===== config.mk =====
export PLATFORM = sky130hd
export DESIGN_NAME = throughput_rate_level_selector
export DESIGN_NICKNAME = d
export VERILOG_FILES = /design/src/rtl/lvsel_pkg.sv /design/src/rtl/throughput_rate_level_selector.sv /design/src/rtl/lvsel_div.sv /design/src/rtl/lvsel_table.sv
export SDC_FILE = /design/constraint.sdc
export NUM_CORES = 2
export LEC_CHECK = 0
export BUFFER_PORTS_ARGS = -buffer_cell sky130_fd_sc_hd__buf_2
export CORE_ASPECT_RATIO = 2
export CORE_MARGIN = 2
export CORE_UTILIZATION = 43
export DETAILED_ROUTE_END_ITERATION = 16
export GPL_ROUTABILITY_DRIVEN = 0
export REMOVE_ABC_BUFFERS = 1
export SETUP_SLACK_MARGIN = 0.4
export SLEW_MARGIN = 20
export SYNTH_ARGS = -nofsm -noshare
export SYNTH_HDL_FRONTEND = slang
export SYNTH_SLANG_ARGS = --single-unit
export TNS_END_PERCENT = 20

===== constraint.sdc =====
create_clock -name clk -period 12.9 [get_ports clk]
set_clock_uncertainty 0.1 [all_clocks]
set_input_delay 2.58 -clock clk [delete_from_list [all_inputs] [get_ports clk]]
set_output_delay 2.58 -clock clk [all_outputs]
set_load 0.01 [all_outputs]

===== src/rtl/lvsel_pkg.sv =====
// ----------------------------------------------------------------------------
// lvsel_pkg
// shared widths, operation codes and register map of the level selector
// ----------------------------------------------------------------------------
package lvsel_pkg;

  localparam int BYTE_W     = 48;
  localparam int MILLIS_W   = 32;
  localparam int CHUNK_B_W  = 32;
  localparam int CHUNK_M_W  = 24;
  localparam int RATE_W     = 32;
  localparam int FRAC_W     = 9;
  localparam int COUNT_W    = 4;
  localparam int SLOT_W     = 3;
  localparam int INDEX_W    = 3;
  localparam int APB_ADDR_W = 3;
  localparam int APB_DATA_W = 32;

  // byte_total * 1000 fits in 58 bits
  localparam int DIVIDEND_W = 58;
  localparam int Q8_SHIFT   = 8;

  localparam logic [9:0]        MS_PER_SECOND = 10'd1000;
  localparam logic [FRAC_W-1:0] FRACTION_ONE  = 9'd256;
  localparam logic [FRAC_W-1:0] FRACTION_RST  = 9'd205;
  localparam logic [COUNT_W-1:0] COUNT_RST    = 4'd8;

  typedef enum logic [1:0] {
    OP_CHUNK   = 2'd0,
    OP_QUERY   = 2'd1,
    OP_RESTART = 2'd2,
    OP_LOAD    = 2'd3
  } op_t;

  // register index, taken from paddr[2]
  typedef enum logic {
    REG_FRACTION = 1'b0,
    REG_COUNT    = 1'b1
  } reg_idx_t;

endpackage


===== src/rtl/throughput_rate_level_selector.sv =====
// ----------------------------------------------------------------------------
// throughput_rate_level_selector
// picks a rate level from accumulated chunk throughput
// sequence: chunk report, restart and load go straight to the done state for
//   their acknowledgement; a query runs the divider, a scaling step, then a
//   table read and compare per entry examined (at most LEVELS), or entry 0 alone
//   with no elapsed time; one transaction at a time, the next taken the cycle
//   after the result is registered; the serial divider and the per-entry
//   table scan set the query time
// reset: totals cleared, fraction 205, level count 8, table contents undefined
// ----------------------------------------------------------------------------
module throughput_rate_level_selector
  import lvsel_pkg::*;
#(
  parameter int LEVELS = 8
) (
  input  logic                   clk,
  input  logic                   rst,
  // configuration port
  input  logic                   psel,
  input  logic                   penable,
  input  logic                   pwrite,
  input  logic [APB_ADDR_W-1:0]  paddr,
  input  logic [APB_DATA_W-1:0]  pwdata,
  output logic [APB_DATA_W-1:0]  prdata,
  output logic                   pready,
  // input transactions
  input  logic                   in_valid,
  output logic                   in_stall,
  input  logic [1:0]             op,
  input  logic [CHUNK_B_W-1:0]   chunk_bytes,
  input  logic [CHUNK_M_W-1:0]   chunk_millis,
  input  logic [SLOT_W-1:0]      level_slot,
  input  logic [RATE_W-1:0]      level_value,
  // result transactions
  output logic                   out_valid,
  input  logic                   out_stall,
  output logic [INDEX_W-1:0]     chosen_index,
  output logic [RATE_W-1:0]      chosen_rate,
  output logic                   is_answer
);

  localparam int IDX_W = $clog2(LEVELS);

  // one-hot sequencer
  typedef enum logic [5:0] {
    ST_IDLE     = 6'b000001,
    ST_DIV      = 6'b000010,
    ST_SCALE    = 6'b000100,
    ST_SCAN_RD  = 6'b001000,
    ST_SCAN_CMP = 6'b010000,
    ST_DONE     = 6'b100000
  } state_t;

  state_t state;
  state_t state_next;

  // configuration registers
  logic [FRAC_W-1:0]  fraction_q8;
  logic [COUNT_W-1:0] level_count;
  logic               cfg_write;

  // running totals
  logic [BYTE_W-1:0]   byte_total;
  logic [MILLIS_W-1:0] millis_total;
  logic [BYTE_W:0]     byte_sum;
  logic [MILLIS_W:0]   millis_sum;

  // query datapath
  logic                        accept;
  op_t                         op_in;
  logic                        div_start;
  logic                        div_done;
  logic [DIVIDEND_W-1:0]       dividend;
  logic [DIVIDEND_W-1:0]       quotient;
  logic [FRAC_W-1:0]           frac_eff;
  logic [DIVIDEND_W+FRAC_W-1:0] scaled;
  logic [DIVIDEND_W-1:0]       est;
  logic                        below;

  // table scan
  logic [IDX_W-1:0]  scan_idx;
  logic [IDX_W-1:0]  scan_last;
  logic [IDX_W-1:0]  pick;
  logic [RATE_W-1:0] pick_rate;
  logic              answer;
  logic              tbl_wr;
  logic [RATE_W-1:0] tbl_rd_data;

  // ---------------------------------------------------------------------------
  // configuration port: always ready, register picked by paddr[2]
  // ---------------------------------------------------------------------------
  assign pready    = 1'b1;
  assign cfg_write = psel && penable && pwrite && pready;

  always_ff @(posedge clk) begin
    if (rst) begin
      fraction_q8 <= FRACTION_RST;
      level_count <= COUNT_RST;
    end else if (cfg_write) begin
      unique case (reg_idx_t'(paddr[2]))
        REG_FRACTION: fraction_q8 <= pwdata[FRAC_W-1:0];
        REG_COUNT:    level_count <= pwdata[COUNT_W-1:0];
      endcase
    end
  end

  always_comb begin
    unique case (reg_idx_t'(paddr[2]))
      REG_FRACTION: prdata = {{(APB_DATA_W-FRAC_W){1'b0}}, fraction_q8};
      REG_COUNT:    prdata = {{(APB_DATA_W-COUNT_W){1'b0}}, level_count};
    endcase
  end

  // ---------------------------------------------------------------------------
  // input side: one transaction at a time, taken only from idle
  // ---------------------------------------------------------------------------
  assign in_stall = (state != ST_IDLE);
  assign accept   = in_valid && !in_stall;
  assign op_in    = op_t'(op);

  // saturating totals
  assign byte_sum   = {1'b0, byte_total} + (BYTE_W+1)'(chunk_bytes);
  assign millis_sum = {1'b0, millis_total} + (MILLIS_W+1)'(chunk_millis);

  always_ff @(posedge clk) begin
    if (rst) begin
      byte_total   <= '0;
      millis_total <= '0;
    end else if (accept) begin
      if (op_in == OP_CHUNK) begin
        byte_total   <= byte_sum[BYTE_W] ? '1 : byte_sum[BYTE_W-1:0];
        millis_total <= millis_sum[MILLIS_W] ? '1 : millis_sum[MILLIS_W-1:0];
      end else if (op_in == OP_RESTART) begin
        byte_total   <= '0;
        millis_total <= '0;
      end
    end
  end

  // loads beyond the table depth are dropped
  assign tbl_wr = accept && (op_in == OP_LOAD) && (32'(level_slot) < LEVELS);

  // ---------------------------------------------------------------------------
  // measured rate: byte_total * 1000 / millis_total on the serial divider
  // ---------------------------------------------------------------------------
  assign dividend  = DIVIDEND_W'(byte_total) * DIVIDEND_W'(MS_PER_SECOND);
  assign div_start = accept && (op_in == OP_QUERY) && (millis_total != '0);

  lvsel_div u_div (
    .clk      (clk),
    .rst      (rst),
    .start    (div_start),
    .dividend (dividend),
    .divisor  (millis_total),
    .done     (div_done),
    .quotient (quotient)
  );

  // usable share, anything above one counts as one; low 8 bits dropped
  assign frac_eff = (fraction_q8 > FRACTION_ONE) ? FRACTION_ONE : fraction_q8;
  assign scaled   = {{FRAC_W{1'b0}}, quotient} * {{DIVIDEND_W{1'b0}}, frac_eff};

  always_ff @(posedge clk) begin
    if (state == ST_SCALE) begin
      est <= scaled[DIVIDEND_W+Q8_SHIFT-1:Q8_SHIFT];
    end
  end

  // ---------------------------------------------------------------------------
  // level table and ascending scan
  // ---------------------------------------------------------------------------
  lvsel_table #(
    .LEVELS (LEVELS)
  ) u_table (
    .clk     (clk),
    .wr_en   (tbl_wr),
    .wr_addr (IDX_W'(level_slot)),
    .wr_data (level_value),
    .rd_addr (scan_idx),
    .rd_data (tbl_rd_data)
  );

  assign below = {{(DIVIDEND_W-RATE_W){1'b0}}, tbl_rd_data} < est;

  // last entry to look at; no elapsed time or a count of zero looks only at entry 0
  always_ff @(posedge clk) begin
    if (accept && (op_in == OP_QUERY)) begin
      if ((millis_total == '0) || (level_count == '0)) begin
        scan_last <= '0;
      end else if (32'(level_count) >= LEVELS) begin
        scan_last <= IDX_W'(LEVELS - 1);
      end else begin
        scan_last <= IDX_W'(level_count - 1'b1);
      end
    end
  end

  always_ff @(posedge clk) begin
    if (accept) begin
      scan_idx  <= '0;
      pick      <= '0;
      pick_rate <= '0;
      answer    <= (op_in == OP_QUERY);
    end else if (state == ST_SCAN_CMP) begin
      // entry 0 is the floor; later entries only while still below
      if (scan_idx == '0 || below) begin
        pick      <= scan_idx;
        pick_rate <= tbl_rd_data;
      end
      scan_idx <= scan_idx + 1'b1;
    end
  end

  // ---------------------------------------------------------------------------
  // sequencer
  // ---------------------------------------------------------------------------
  always_comb begin
    state_next = state;
    unique case (state)
      ST_IDLE: begin
        if (accept) begin
          if (op_in != OP_QUERY) begin
            state_next = ST_DONE;
          end else if (millis_total == '0) begin
            state_next = ST_SCAN_RD;
          end else begin
            state_next = ST_DIV;
          end
        end
      end
      ST_DIV: begin
        if (div_done) begin
          state_next = ST_SCALE;
        end
      end
      ST_SCALE:   state_next = ST_SCAN_RD;
      ST_SCAN_RD: state_next = ST_SCAN_CMP;
      ST_SCAN_CMP: begin
        if (!below || scan_idx == scan_last) begin
          state_next = ST_DONE;
        end else begin
          state_next = ST_SCAN_RD;
        end
      end
      ST_DONE: begin
        if (!out_valid || !out_stall) begin
          state_next = ST_IDLE;
        end
      end
      default: state_next = ST_IDLE;
    endcase
  end

  always_ff @(posedge clk) begin
    if (rst) begin
      state <= ST_IDLE;
    end else begin
      state <= state_next;
    end
  end

  // ---------------------------------------------------------------------------
  // output register: loaded from the done state once the slot is free
  // ---------------------------------------------------------------------------
  always_ff @(posedge clk) begin
    if (rst) begin
      out_valid <= 1'b0;
    end else if (state == ST_DONE && (!out_valid || !out_stall)) begin
      out_valid <= 1'b1;
    end else if (!out_stall) begin
      out_valid <= 1'b0;
    end
  end

  always_ff @(posedge clk) begin
    if (state == ST_DONE && (!out_valid || !out_stall)) begin
      chosen_index <= INDEX_W'(pick);
      chosen_rate  <= pick_rate;
      is_answer    <= answer;
    end
  end

  // ---------------------------------------------------------------------------
  // checks
  // ---------------------------------------------------------------------------
  a_div_done_in_div: assert property (@(posedge clk) disable iff (rst)
    div_done |-> (state == ST_DIV))
    else $error("divider finished outside the divide state");

  a_scan_in_range: assert property (@(posedge clk) disable iff (rst)
    (state == ST_SCAN_CMP) |-> (scan_idx <= scan_last))
    else $error("table scan ran past the last entry");

  a_ack_zero: assert property (@(posedge clk) disable iff (rst)
    (out_valid && !is_answer) |-> (chosen_index == '0 && chosen_rate == '0))
    else $error("acknowledgement carries a nonzero level");

  a_accept_leaves_idle: assert property (@(posedge clk) disable iff (rst)
    accept |=> (state != ST_IDLE))
    else $error("accepted transaction left the sequencer idle");

endmodule


===== src/rtl/lvsel_div.sv =====
// ----------------------------------------------------------------------------
// lvsel_div
// restoring divider, one quotient bit per cycle
// ----------------------------------------------------------------------------
module lvsel_div
  import lvsel_pkg::*;
(
  input  logic                  clk,
  input  logic                  rst,
  input  logic                  start,
  input  logic [DIVIDEND_W-1:0] dividend,
  input  logic [MILLIS_W-1:0]   divisor,
  output logic                  done,
  output logic [DIVIDEND_W-1:0] quotient
);

  localparam int CNT_W = $clog2(DIVIDEND_W);

  logic                  busy;
  logic [CNT_W-1:0]      cnt;
  logic [MILLIS_W-1:0]   rem;
  logic [MILLIS_W-1:0]   dvsr;
  logic [DIVIDEND_W-1:0] quo;
  logic [MILLIS_W:0]     shifted;
  logic [MILLIS_W:0]     diff;
  logic                  fits;

  // quo holds the remaining dividend bits on top, quotient bits shift in below
  assign shifted = {rem, quo[DIVIDEND_W-1]};
  assign diff    = shifted - {1'b0, dvsr};
  assign fits    = shifted >= {1'b0, dvsr};

  always_ff @(posedge clk) begin
    if (rst) begin
      busy <= 1'b0;
      done <= 1'b0;
      cnt  <= '0;
    end else begin
      done <= 1'b0;
      if (start) begin
        busy <= 1'b1;
        cnt  <= CNT_W'(DIVIDEND_W - 1);
      end else if (busy) begin
        cnt <= cnt - 1'b1;
        if (cnt == '0) begin
          busy <= 1'b0;
          done <= 1'b1;
        end
      end
    end
  end

  always_ff @(posedge clk) begin
    if (start) begin
      quo  <= dividend;
      rem  <= '0;
      dvsr <= divisor;
    end else if (busy) begin
      if (fits) begin
        rem <= diff[MILLIS_W-1:0];
        quo <= {quo[DIVIDEND_W-2:0], 1'b1};
      end else begin
        rem <= shifted[MILLIS_W-1:0];
        quo <= {quo[DIVIDEND_W-2:0], 1'b0};
      end
    end
  end

  assign quotient = quo;

endmodule


===== src/rtl/lvsel_table.sv =====
// ----------------------------------------------------------------------------
// lvsel_table
// level rate table, one write port and one registered read port
// ----------------------------------------------------------------------------
module lvsel_table
  import lvsel_pkg::*;
#(
  parameter int LEVELS = 8
) (
  input  logic                      clk,
  input  logic                      wr_en,
  input  logic [$clog2(LEVELS)-1:0] wr_addr,
  input  logic [RATE_W-1:0]         wr_data,
  input  logic [$clog2(LEVELS)-1:0] rd_addr,
  output logic [RATE_W-1:0]         rd_data
);

  logic [RATE_W-1:0] mem [LEVELS];

  always_ff @(posedge clk) begin
    if (wr_en) begin
      mem[wr_addr] <= wr_data;
    end
  end

  always_ff @(posedge clk) begin
    rd_data <= mem[rd_addr];
  end

endmodule


==> impl_results.md <==
* GRT Total Usage at 0.2138
* Share of the synthesized area in the top cell type at 0.2474
* Syn Area/Cell at 10.47 sq um
* Register-to-register setup slack at 5.29 ns
* WP buf/inv at 6
* Die H at 503.0 um
* Synth Area in Adders at 0.2904
* Area delta synth->final at 8.342%
* Register Area at 17520 sq um
* FF+latch count, synth at 654
* Fin crit period at 7.610 ns
* Global-route wire length before repair at 214800 um
* Post-Route Utilization at 0.4682
* Synthesized area at 53530 sq um
* Starting Density at 0.4322
* Layout cell share with drive strength beyond 1 at 0.09502
* Capturing point of the worst reg2reg path: est[56]
* DRC at 0
* Met2 routed WL at 65740 um
* GR Overflow Total at 0
* Final hold vios at 0
* Worst Path Max Fanout at 36
* Synth top area cells: edfxtp_1 25%, fa_1 22%, dfxtp_1 8.0%
* Worst skew pair latency at 0.68 ns
* Reg2reg start: fraction_q8[8]
* Top layer in use: met5
* Synth area leader: edfxtp_1
* Initial drt markers at 2457
* CTS-repair resized insts at 0
* Worst setup path end: est[56]
* Fillers at 11510
* Classification of the worst setup path: flip-flop to flip-flop
* DR vias at 37600
* Area of the die at 127500 sq um
* Count of final setup violators at 0
* Nets at 6134
* # IOs at 206
* WP data required at 13.19 ns
* Leak at 25.51 nW
* Core area at 123900 sq um
* Most frequent CP cell: fa_1
* Mean routed wirelength per cell at 19.35 um
* Hold WC Path Type: flip-flop to flip-flop
* Period Utilization, post-route at 0.5899
* Die W at 253.5 um
* Mux contribution to synthesized area at 0.03992
* CP top delay family: adder cells
* Register area share after synthesis at 0.3270
* Site row count at 183
* Slew Viols, Final at 0
* Critical path depth in cells at 23
* Num Clock Sinks at 654
* Setup TNS at 0 ns
* Met1 WL at 54620 um
* Clock-pin slew on the worst setup and hold paths at 0.06 ns
* Xor-xnor portion of the synthesized cell area at 0.02929
* Multi-input gate area at 32920 sq um
* Num CTS Buffers at 68
* CP max stage cell: nor2b_4
* Port Buffers at 156
* Largest net degree at the start of global routing at 71
* Routed Antenna Nets at 0
* Worst-path cell chain: buf_4, buf_4, nor2b_4, buf_4, nand2_1, fa_1, inv_1, fa_1, fa_1, inv_1, fa_1, inv_1, ha_1, nand4_1, nor2_1, nand4_1, a21oi_2, o21a_1, a31oi_1, o31ai_2, nand2_1, o41ai_2, xor2_1
* Critical Path Start Type: flip-flop
* Synth Area in Simple Gates at 0.1316
* Status: finished, final reports clean
* Pre-antenna DRT Iters at 5
* Detailed Place HPWL at 97450 um
* Critical Path Max Stage Delay at 0.77 ns
* CTS Hold Bufs at 0
* Antenna violations before repair at 19
* Hold Crit Start: answer
* Met3 wire len at 7428 um
* Clock Tree Buf Depth at 3
* MaxCap Viol Count at 0
* TritonCTS clock tree: yes
* Critical path origin: fraction_q8[8]
* CTS HTree Levels at 3
* PD cells at 166.4 nW/um^2
* Async SR Flop Fraction at 0
* F_max at 0.1314 GHz
* CP Data Arrival Time at 7.90 ns
* Ys flop type: edfxtp_1
* RSZ-0062 raised after global routing: no
* Slew margin rel. at 0.2022
* Compound-Gate Fraction of Synth Area at 0.1189
* Wirelength, routed at 132100 um
* Buffers inserted by post-CTS timing repair at 0
* CP Capture Type: flip-flop
* Root Driver: clkbuf_16
* Vias per cell at 5.509
* Synth warn at 0
* VDD IR max at 0.1687 mV
* Largest family of logic cells by synthesized area: adder cells
* Post-synth cell types at 106
* Tightest Pin Transition at 1.195 ns
* Vias in the first global route at 38940
* Post-synth EDFFs at 441
* Reg2Reg Depth at 23
* Gate Count Post-Synth at 5112
layer usage:
metal	up-vias	GRT usage
li1	17420	-
met1	19040	0.2730
met2	938	0.3704
met3	189	0.03271
met4	16	0.06792
met5	-	0
sequential cells by signal (all words and copies together) (netlist names), 3 cells and up:
name,cells
millis_total,32
fraction_q8,9
u_div.dvsr,32
u_div.quotient,58
scan_last,3
est,58
pick_rate,32
u_table.rd_data,32
state,6
byte_total,48
pick,3
u_div.rem,32
level_count,4
chosen_rate,32
u_table.mem,256
chosen_index,3
u_div.cnt,6
scan_idx,3
where the power goes:
| group | leakage (nW) | total [mW] | internal, mW | switching, mW |
|---|---|---|---|---|
| clock network | 1.10 | 2.00 | 1.09 | 0.903 |
| logic | 18.6 | 5.00 | 1.98 | 3.02 |
| registers | 5.78 | 2.65 | 2.53 | 0.124 |
cells in the final DEF, fill, tap and decap left out, types with 28 or more instances in the layout:
cell	instances
buf_4	44
o2111ai_1	30
nor2_1	160
nand2_1	469
a21oi_1	304
nand4_1	54
dfxtp_1	208
and3_1	30
ha_1	321
nand3_1	101
clkbuf_16	70
nor3_1	52
mux2i_1	29
mux2_2	36
inv_1	555
o21ai_0	248
buf_2	156
nor2b_1	36
xnor2_1	108
and2_1	329
mux4_2	64
o21bai_1	36
nand2b_1	28
fa_1	576
a21o_1	105
edfxtp_1	441
a31oi_1	34
xor2_1	71
kinds of logic (layout without fill, tap and decap cells):
family | after synthesis | after routing
buffers and inverters | 859 | 882
XOR/XNOR | 179 | 179
AND/OR/NAND/NOR | 1391 | 1391
other | 2 | 28
adder cells (fa/ha/maj) | 897 | 897
AO/OA/AOI/OAI | 1001 | 1001
multiplexers | 129 | 129
flip-flops | 654 | 654
synth_stat cells, types with 8 or more instances:
library cell,number
a211o_1,16
a211oi_1,24
a21o_1,105
a21oi_1,305
a31oi_1,34
a41oi_1,10
and2_1,329
and3_1,30
and4_1,9
buf_1,66
buf_2,17
buf_4,28
clkbuf_1,190
dfxtp_1,213
edfxtp_1,441
fa_1,576
ha_1,321
inv_1,556
mux2_2,36
mux2i_1,29
mux4_2,64
nand2_1,469
nand2b_1,29
nand3_1,101
nand3b_1,8
nand4_1,54
nor2_1,171
nor2b_1,44
nor3_1,54
nor4_1,28
o2111ai_1,30
o211ai_1,19
o21a_1,26
o21ai_0,248
o21ai_1,26
o21bai_1,36
o31a_1,10
o31ai_1,14
or2_2,10
or3_1,20
xnor2_1,108
xor2_1,71
metrics by stage:
step	hold WS [ns]	instances	setup WS [ns]	total power [mW]	instance area, sq um
floorplan	0.3003	4832	2.725	6.413	52350
global placement	0.3049	6697	5.388	7.635	55720
detailed placement	0.3102	6697	5.372	7.692	55720
CTS	0.3249	6822	5.310	9.722	57990
global route	0.3255	6822	4.840	10.45	57990
finish	0.3223	6826	5.290	9.651	58000
cell type report:
type | instances | area share
flip-flops and latches | 654 | 0.3020
clock buffers | 91 | 0.03242
repair buffers | 200 | 0.01916
diodes | 4 | 0.0001726
clock inverters | 34 | 0.006580
multi-input cells | 3621 | 0.5677
inverters | 557 | 0.03605
well taps | 1665 | 0.03592
worst min path at each step:
| stage | cells past startpoint | end | slack [ns] |
|---|---|---|---|
| 2_1_floorplan | 0 | is_answer | 0.30 |
| 3_3_place_gp | 0 | is_answer | 0.30 |
| 3_5_place_dp | 0 | is_answer | 0.31 |
| 4_1_cts | 0 | is_answer | 0.32 |
| 5_1_grt | 0 | is_answer | 0.33 |
| 6_report | 0 | is_answer | 0.32 |
Power figures use the tool's default switching activity.
